[src/hdl/assert_macros.svh]
// Assertion helpers for the allocator core
`ifndef ASSERT_MACROS_SVH
`define ASSERT_MACROS_SVH
`ifndef NO_ASSERTIONS
`define ASSERT_CLK(label, clk, rst, prop, msg) \
   label: assert property (@(posedge clk) disable iff (rst) (prop)) else $error(msg);
`define ASSERT_CLK_NR(label, clk, prop, msg) \
   label: assert property (@(posedge clk) (prop)) else $error(msg);
`else
`define ASSERT_CLK(label, clk, rst, prop, msg)
`define ASSERT_CLK_NR(label, clk, prop, msg)
`endif
`endif

[src/hdl/nfa_pkg.sv]
package nfa_pkg;
   localparam int MemBytes  = 1024;
   localparam int WordBits  = 32;
   localparam int Words     = MemBytes / WordBits;
   localparam int AddrW     = $clog2(MemBytes);
   localparam int WaddrW    = $clog2(Words);
   localparam int BitW      = $clog2(WordBits);
   localparam int CntW      = AddrW + 1;

   localparam logic [1:0] CMD_ALLOC = 2'd0;
   localparam logic [1:0] CMD_FREE  = 2'd1;
   localparam logic [1:0] CMD_QUERY = 2'd2;

   typedef enum logic [3:0] {
      ST_IDLE, ST_CLEAR, ST_AREAD, ST_ASCAN, ST_MARK_RD, ST_MARK_WR,
      ST_FREE_RD, ST_FREE_WR, ST_QSCAN, ST_QEND, ST_RESP
   } state_type;
endpackage

[src/hdl/nfa_ram.sv]
module nfa_ram #(
   parameter int Width = 32,
   parameter int Depth = 32
) (
   input  logic                     clock,
   input  logic                     wr_en,
   input  logic [$clog2(Depth)-1:0] wr_addr,
   input  logic [Width-1:0]         wr_data,
   input  logic [$clog2(Depth)-1:0] rd_addr,
   output logic [Width-1:0]         rd_data
);
   logic [Width-1:0] mem [Depth];

   // write port and registered read
   always_ff @(posedge clock) begin
      if (wr_en) mem[wr_addr] <= wr_data;
      rd_data <= mem[rd_addr];
   end
endmodule

[src/hdl/next_fit_byte_allocator_core.sv]
// Channel | Ports                                   | Direction
// req     | req_valid/ready, cmd,length,address,thr | in
// rsp     | rsp_valid/ready, status,granted,totals  | out
// After reset a clearing pass (one map word a cycle) covers all 32 words; no beat is taken.
// Allocate scans bit by bit from the rover, up to 1024 bits, then marks the run
// with a read and a write per map word. Query walks all 1024 bits.
// Free reads and writes each map word touched. Rate is set by the single bit
// scanner over the 32-bit map RAM. A waiting rsp beat stalls the next req.
`include "assert_macros.svh"
module next_fit_byte_allocator_core
   import nfa_pkg::*;
(
   input  logic        clock,
   input  logic        reset,
   input  logic        req_valid,
   output logic        req_ready,
   input  logic [1:0]  req_cmd,
   input  logic [11:0] req_length,
   input  logic [9:0]  req_address,
   input  logic [11:0] req_threshold,
   output logic        rsp_valid,
   input  logic        rsp_ready,
   output logic        rsp_status,
   output logic [9:0]  rsp_granted_address,
   output logic [10:0] rsp_free_total,
   output logic [10:0] rsp_unusable_total
);
   state_type state_ff, state_in;
   logic [1:0] cmd_ff, cmd_in;
   logic [11:0] len_ff, len_in, thr_ff, thr_in;
   logic [AddrW-1:0] rover_ff, rover_in, pos_ff, pos_in, start_ff, start_in;
   logic [AddrW-1:0] last_ff, last_in;
   logic [CntW-1:0] run_ff, run_in, step_ff, step_in, tot_ff, tot_in, unu_ff, unu_in;
   logic [11:0] left_ff, left_in;
   logic [WaddrW-1:0] clr_ff, clr_in;
   logic rv_ff, rv_in, st_ff, st_in;
   logic [AddrW-1:0] ga_ff, ga_in;
   logic [CntW-1:0] ft_ff, ft_in, ut_ff, ut_in;
   logic [WordBits-1:0] word_ff, word_in;
   logic word_ok_ff, word_ok_in;

   logic wr_en;
   logic [WaddrW-1:0] wr_addr, rd_addr;
   logic [WordBits-1:0] wr_data, rd_data, mask;
   logic [AddrW-1:0] span_end;
   logic [12:0] rem_word;
   logic bit_used;
   logic [CntW-1:0] run_n;

   nfa_ram #(.Width(WordBits), .Depth(Words)) u_map (
      .clock(clock), .wr_en(wr_en), .wr_addr(wr_addr), .wr_data(wr_data),
      .rd_addr(rd_addr), .rd_data(rd_data));

   always_ff @(posedge clock) begin
      if (reset) begin
         state_ff <= ST_CLEAR; clr_ff <= '0; rover_ff <= '0; rv_ff <= 1'b0;
      end else begin
         state_ff <= state_in; clr_ff <= clr_in; rover_ff <= rover_in; rv_ff <= rv_in;
      end
      cmd_ff <= cmd_in; len_ff <= len_in; thr_ff <= thr_in; pos_ff <= pos_in;
      start_ff <= start_in; last_ff <= last_in; run_ff <= run_in; step_ff <= step_in;
      tot_ff <= tot_in; unu_ff <= unu_in; left_ff <= left_in; st_ff <= st_in;
      ga_ff <= ga_in; ft_ff <= ft_in; ut_ff <= ut_in; word_ff <= word_in;
      word_ok_ff <= word_ok_in;
   end

   // current bit comes from the fresh read or the held word
   assign bit_used = word_ok_ff ? word_ff[pos_ff[BitW-1:0]] : rd_data[pos_ff[BitW-1:0]];

   always_comb begin
      state_in = state_ff; cmd_in = cmd_ff; len_in = len_ff; thr_in = thr_ff;
      rover_in = rover_ff; pos_in = pos_ff; start_in = start_ff; last_in = last_ff;
      run_in = run_ff; step_in = step_ff; tot_in = tot_ff; unu_in = unu_ff;
      left_in = left_ff; clr_in = clr_ff; rv_in = rv_ff; st_in = st_ff; ga_in = ga_ff;
      ft_in = ft_ff; ut_in = ut_ff; word_in = word_ff; word_ok_in = word_ok_ff;
      wr_en = 1'b0; wr_addr = pos_ff[AddrW-1:BitW]; wr_data = '0;
      rd_addr = pos_ff[AddrW-1:BitW]; req_ready = 1'b0; mask = '0;
      run_n = '0; span_end = '0; rem_word = '0;
      if (rv_ff && rsp_ready) rv_in = 1'b0;
      unique case (state_ff)
         ST_CLEAR: begin
            wr_en = 1'b1; wr_addr = clr_ff; wr_data = '0; clr_in = clr_ff + 1'b1;
            if (clr_ff == WaddrW'(Words - 1)) state_in = ST_IDLE;
         end
         ST_IDLE: begin
            req_ready = !rv_ff;
            if (req_valid && !rv_ff) begin
               cmd_in = req_cmd; len_in = req_length; thr_in = req_threshold;
               st_in = 1'b0; ga_in = '0; ft_in = '0; ut_in = '0;
               word_ok_in = 1'b0; run_in = '0; step_in = '0; tot_in = '0; unu_in = '0;
               unique case (req_cmd)
                  CMD_ALLOC: begin
                     pos_in = rover_ff;
                     if (req_length == '0 || req_length > 12'(MemBytes)) begin
                        st_in = 1'b1; state_in = ST_RESP;
                     end else state_in = ST_AREAD;
                  end
                  CMD_FREE: begin
                     pos_in = req_address; left_in = req_length;
                     state_in = (req_length == '0) ? ST_RESP : ST_FREE_RD;
                  end
                  CMD_QUERY: begin pos_in = '0; state_in = ST_AREAD; end
                  default: begin st_in = 1'b1; state_in = ST_RESP; end
               endcase
            end
         end
         ST_AREAD: state_in = (cmd_ff == CMD_QUERY) ? ST_QSCAN : ST_ASCAN;
         ST_ASCAN: begin
            // examine one bit; hold the word until crossing a boundary
            word_in = word_ok_ff ? word_ff : rd_data; word_ok_in = 1'b1;
            run_n = (pos_ff == '0) ? CntW'(0) : run_ff;
            run_n = bit_used ? CntW'(0) : run_n + 1'b1;
            run_in = run_n; step_in = step_ff + 1'b1; pos_in = pos_ff + 1'b1;
            if (pos_ff[BitW-1:0] == '1) begin
               word_ok_in = 1'b0; rd_addr = pos_in[AddrW-1:BitW];
            end
            if (12'(run_n) == len_ff) begin
               start_in = pos_ff + 1'b1 - AddrW'(len_ff); last_in = pos_ff;
               ga_in = start_in; rover_in = pos_ff + 1'b1;
               pos_in = start_in; state_in = ST_MARK_RD;
            end else if (step_ff == CntW'(MemBytes - 1)) begin
               st_in = 1'b1; state_in = ST_RESP;
            end
         end
         ST_MARK_RD: state_in = ST_MARK_WR;
         ST_MARK_WR: begin
            // set bits pos..min(word end, last)
            span_end = (pos_ff[AddrW-1:BitW] == last_ff[AddrW-1:BitW]) ?
                       last_ff : {pos_ff[AddrW-1:BitW], {BitW{1'b1}}};
            for (int b = 0; b < WordBits; b++)
               mask[b] = (BitW'(b) >= pos_ff[BitW-1:0]) && (BitW'(b) <= span_end[BitW-1:0]);
            wr_en = 1'b1; wr_data = rd_data | mask;
            if (span_end == last_ff) state_in = ST_RESP;
            else begin
               pos_in = span_end + 1'b1; rd_addr = pos_in[AddrW-1:BitW];
               state_in = ST_MARK_RD;
            end
         end
         ST_FREE_RD: state_in = ST_FREE_WR;
         ST_FREE_WR: begin
            rem_word = 13'(WordBits) - 13'(pos_ff[BitW-1:0]);
            if ({1'b0, left_ff} <= rem_word)
               span_end = pos_ff + AddrW'(left_ff - 1'b1);
            else span_end = {pos_ff[AddrW-1:BitW], {BitW{1'b1}}};
            for (int b = 0; b < WordBits; b++)
               mask[b] = (BitW'(b) >= pos_ff[BitW-1:0]) && (BitW'(b) <= span_end[BitW-1:0]);
            wr_en = 1'b1; wr_data = rd_data & ~mask;
            left_in = left_ff - 12'(span_end[BitW-1:0] - pos_ff[BitW-1:0]) - 1'b1;
            if ({1'b0, left_ff} <= rem_word || span_end == '1) state_in = ST_RESP;
            else begin
               pos_in = span_end + 1'b1; rd_addr = pos_in[AddrW-1:BitW];
               state_in = ST_FREE_RD;
            end
         end
         ST_QSCAN: begin
            word_in = word_ok_ff ? word_ff : rd_data; word_ok_in = 1'b1;
            pos_in = pos_ff + 1'b1;
            if (pos_ff[BitW-1:0] == '1) begin
               word_ok_in = 1'b0; rd_addr = pos_in[AddrW-1:BitW];
            end
            if (!bit_used) begin
               tot_in = tot_ff + 1'b1; run_in = run_ff + 1'b1;
            end else begin
               if (run_ff != '0 && 12'(run_ff) < thr_ff) unu_in = unu_ff + run_ff;
               run_in = '0;
            end
            if (pos_ff == '1) state_in = ST_QEND;
         end
         ST_QEND: begin
            ft_in = tot_ff;
            ut_in = (run_ff != '0 && 12'(run_ff) < thr_ff) ? unu_ff + run_ff : unu_ff;
            state_in = ST_RESP;
         end
         ST_RESP: begin rv_in = 1'b1; state_in = ST_IDLE; end
         default: state_in = ST_IDLE;
      endcase
   end

   assign rsp_valid = rv_ff;
   assign rsp_status = st_ff;
   assign rsp_granted_address = ga_ff;
   assign rsp_free_total = ft_ff;
   assign rsp_unusable_total = ut_ff;

   `ASSERT_CLK(a_no_take_busy, clock, reset, req_ready |-> state_ff == ST_IDLE, "ready outside idle")
   `ASSERT_CLK(a_fail_zero, clock, reset, (rsp_valid && rsp_status) |-> rsp_granted_address == '0, "fail with address")
   `ASSERT_CLK(a_free_le, clock, reset, rsp_valid |-> rsp_unusable_total <= rsp_free_total, "unusable above free")
endmodule

[config.mk]
export PLATFORM = sky130hd
export DESIGN_NAME = next_fit_byte_allocator_core
export DESIGN_NICKNAME = d
export VERILOG_FILES = /design/src/hdl/nfa_pkg.sv /design/src/hdl/nfa_ram.sv /design/src/hdl/next_fit_byte_allocator_core.sv
export VERILOG_INCLUDE_DIRS = /design/src /design/src/hdl
export SDC_FILE = /design/constraint.sdc
export NUM_CORES = 2
export LEC_CHECK = 0
export ABC_AREA = 1
export BUFFER_PORTS_ARGS = -buffer_cell sky130_fd_sc_hd__buf_2
export CAP_MARGIN = 10
export CORE_ASPECT_RATIO = 0.7
export CORE_MARGIN = 5
export CORE_UTILIZATION = 45
export CTS_BUF_LIST = sky130_fd_sc_hd__clkbuf_4 sky130_fd_sc_hd__clkbuf_8 sky130_fd_sc_hd__clkbuf_16
export DETAILED_ROUTE_END_ITERATION = 12
export SYNTH_ARGS = -nofsm -noshare
export SYNTH_HDL_FRONTEND = slang
export SYNTH_SLANG_ARGS = --single-unit
[constraint.sdc]
create_clock -name clock -period 5.3 [get_ports clock]
set_input_delay 1.06 -clock clock [delete_from_list [all_inputs] [get_ports clock]]
set_output_delay 1.06 -clock clock [all_outputs]
set_load 0.01 [all_outputs]
==> impl_summary.log <==
[metrics] outcome: finished, final reports clean
[metrics] Worst Setup EP: u_map.rd_data[25]
[metrics] instance count of the mapped netlist: ~6,000
[metrics] setup skew after layout: 0.0402 ns
[metrics] most common cell after layout, fill and taps aside: sky130_fd_sc_hd__nand2_1
[metrics] category of the worst setup path capture point: register
[metrics] most used cells in the layout excluding fill and tap cells: sky130_fd_sc_hd__nand2_1, sky130_fd_sc_hd__edfxtp_1, sky130_fd_sc_hd__nand3_1, sky130_fd_sc_hd__inv_1, sky130_fd_sc_hd__nand3b_1
[metrics] number of cell rows: 111
[metrics] area grow syn2layout: 13.4%
[metrics] required time of the critical path: 5.98 ns
[metrics] drt drc: 0
[metrics] Clock Sink Count: 1,244
[metrics] setup repair after global routing missed its margin: true
[metrics] Pre-Repair DR Iteration Count: 8
[metrics] Chip Width: 445 um
[metrics] cell count of the worst hold path: 0
[metrics] total via count in the routed design: 44,700
[metrics] period utilisation layout: 0.960
[metrics] Finished Core Util: 0.515
[metrics] via count of the first global-routing pass: 41,100
[metrics] Worst path max stage delay: 0.44 ns
[metrics] Arrival @ worst endpoint: 5.76 ns
[metrics] smallest setup slack after layout: 0.212 ns
[metrics] worst slack at placement: about 0.12 ns
[metrics] endpoint of the lowest-slack register-to-register path: u_map.rd_data[25]
[metrics] Post-synth EDFFs: 1,192
[metrics] Crit Path Class: register to register
[metrics] final antenna-violating net count: 0
[metrics] max-capacitance violation count: 0
[metrics] worst max-slew margin expressed relative to the limit: 0.372
[metrics] HPWL after DPL: 120 mm
[metrics] fin. max-slew vios: 0
[metrics] area inside the core boundary: 131,000 sq um
[metrics] clock buffer count from CTS: 116
[metrics] number of flip-flops and latches in the synthesized netlist: 1,244
[metrics] RePlAce Congestion: approximately 1
[metrics] first-pass GRT wire length: 282 mm
[metrics] Yosys Warn Count: 0
[metrics] maximum number of pins on one net before global-route repair: 96
[metrics] DIE AREA: approximately 140,000 sq um
[metrics] final net count: 6,199
[metrics] power per standard cell area: 465 nW/um^2
[metrics] largest fanout of any net on the critical path: 26
[metrics] launch point of the worst reg-to-reg path: pos_ff[1]
[metrics] hold bufs inserted after CTS: 0
[metrics] Peak supply drop: 0.000594 V
[metrics] R2R depth: 34
[metrics] register clock-pin slew on the reported worst setup and hold paths: ~0.070 ns
[metrics] Die Ht: 314 um
[metrics] fraction of final layout cells sized beyond drive strength 1: 0.108
[metrics] per-cell routed wire length: 24.3 um
[metrics] Tmin final: 5.09 ns
[metrics] R2R setup slack: about 0.21 ns
[metrics] First DRT Iteration DRCs: approximately 6,000
[metrics] classification of the worst-slack hold path: register to register
[metrics] Most common cell on crit path: sky130_fd_sc_hd__nand2_1
[metrics] Final Routed Wirelength: ~190 mm
[metrics] clock tree from TritonCTS: done
[metrics] fraction of registers with async set or reset after synthesis: 0
[metrics] CTS root buffer: sky130_fd_sc_hd__clkbuf_16
[metrics] count of distinct cell types in the synthesized netlist: 69
[metrics] I/O pin total: 75
[metrics] Worst Setup Start Kind: register
[metrics] antenna violations before repair: 3
[metrics] master of the slowest instance on the critical path: sky130_fd_sc_hd__edfxtp_1
[metrics] clk_lat worst skew: 0.75 ns
[metrics] post-synthesis sequential area ratio: 0.619
[metrics] buffers added on ports: 74
[metrics] Setup-failing EPs final: 0
[metrics] leakage dissipation: between 20 and 30 nW
[metrics] total gr overflow: 0
[metrics] synthesized netlist net count: 6,087
[metrics] Worst-Margin Slew: 0.940 ns
[metrics] worst setup path startpoint: pos_ff[1]
[metrics] via density per instance: around 5.7
[metrics] GRT Total Usage: 0.269
[metrics] cell area after synthesis: 59,600 sq um
[metrics] dominant register cell in the synthesized netlist: sky130_fd_sc_hd__edfxtp_1
[metrics] clock buffer depth: 3
[metrics] maximum clock frequency: between 150 and 200 MHz
[metrics] H-tree lvl count: 3
[metrics] endpoints failing hold: 0
[metrics] starting density of the core: 0.454
[metrics] mean instance size in the synthesized netlist: 10.0 sq um
==> repair_timing <==
| item | 4_1_cts | 5_1_grt |
|---|---|---|
| endpoints found under the setup margin | 0 | 26 |
| gates resized for setup | 0 | 16 |
| buffers inserted | 0 | 4 |
==> registers in the layout, summed over array words and instances, names as in the netlist, 5 cells and up <==
signal / cells
clr_ff: 5
last_ff: 10
left_ff: 12
len_ff: 12
pos_ff: 10
rover_ff: 10
rsp_free_total: 11
rsp_granted_address: 10
rsp_unusable_total: 11
run_ff: 11
step_ff: 11
thr_ff: 12
tot_ff: 11
u_map.mem: 1024
u_map.rd_data: 32
unu_ff: 11
word_ff: 32
==> metrics by stage <==
stage               instances  TNS, ns  hold WS, ns  cell area, sq um  total power (W)
floorplan                5950        0        0.408             59600           0.0186
global placement         7689        0        0.418             63600           0.0227
detailed placement       7689        0        0.422             63600           0.0228
CTS                      7902        0        0.437             67400           0.0313
global route             7908  -0.0797        0.445             67600           0.0329
finish                   7909        0        0.439             67600           0.0314
==> worst min path at each step <==
| stage | from | to | slack, ns |
|---|---|---|---|
| 5_1_grt | u_map.rd_data[20] | word_ff[20] | 0.45 |
| 3_3_place_gp | u_map.rd_data[20] | word_ff[20] | 0.42 |
| 2_1_floorplan | u_map.rd_data[20] | word_ff[20] | 0.41 |
| 4_1_cts | req_threshold[11] | thr_ff[11] | 0.44 |
| 6_report | u_map.rd_data[20] | word_ff[20] | 0.44 |
| 3_5_place_dp | u_map.rd_data[20] | word_ff[20] | 0.42 |
==> Yosys cell counts (all sizes together), types with 8 or more instances <==
master | instances | area share
nand2 | 1384 | 0.088
edfxtp | 1192 | 0.60
nand3 | 1135 | 0.096
inv | 749 | 0.047
nor2 | 277 | 0.019
buf | 263 | 0.024
nand3b | 261 | 0.033
o21ai | 124 | 0.011
a21oi | 100 | 0.0085
ha | 92 | 0.019
clkbuf | 62 | 0.0039
dfxtp | 52 | 0.017
xor2 | 36 | 0.0053
nor3 | 35 | 0.0031
nand4 | 33 | 0.0035
o211ai | 17 | 0.0021
xnor2 | 15 | 0.0022
a31oi | 13 | 0.0014
o31ai | 13 | 0.0017
o22ai | 11 | 0.0012
nor4 | 8 | 0.00095
or2 | 8 | 0.00084
==> report_power, final <==
part | switching, W | total [W] | internal (W)
sequential | 0.000570 | 0.0128 | 0.0122
combinational | 0.00705 | 0.0100 | 0.00298
clock | 0.00376 | 0.00859 | 0.00483
total | 0.0114 | 0.0314 | 0.0200
==> routing by layer <==
layer	vias up	global-route usage	share of wire
met5	-	0	0.000036
met4	2	0.0598	0.022
met3	252	0.0499	0.097
met2	2087	0.379	0.41
met1	21900	0.430	0.47
li1	20400	-	-
==> cells by family after synthesis <==
| kind of cell | share of synthesized area |
|---|---|
| buffers and inverters | 0.0749 |
| DFF | 0.619 |
| muxes | 0.000336 |
| adders and majority gates | 0.0210 |
| and+or+nand+nor | 0.245 |
| xor gates and xnor gates | 0.00750 |
| AOI/OAI and AO/OA | 0.0330 |
==> final cells by class <==
class | count | area, sq um
fillers | 11800 | 63700
clock inverters | 58 | 613
multi-input cells | 3628 | 18700
flip-flops and latches | 1244 | 36800
diodes | 1 | 2.50
clock buffers | 155 | 3240
well taps | 1751 | 2190
repair buffers | 319 | 3100
inverters | 753 | 2830
==> worst max-delay path, delay by kind of cell, from the launching register on <==
family	cells	cell delay (ns)
AO/OA/AOI/OAI	1	0.23
adder cells (fa/ha/maj)	2	0.51
buffers and inverters	7	1.01
flip-flops	1	0.44
AND/OR/NAND/NOR	24	2.76
Note: power is estimated with default switching activity, not from simulation.
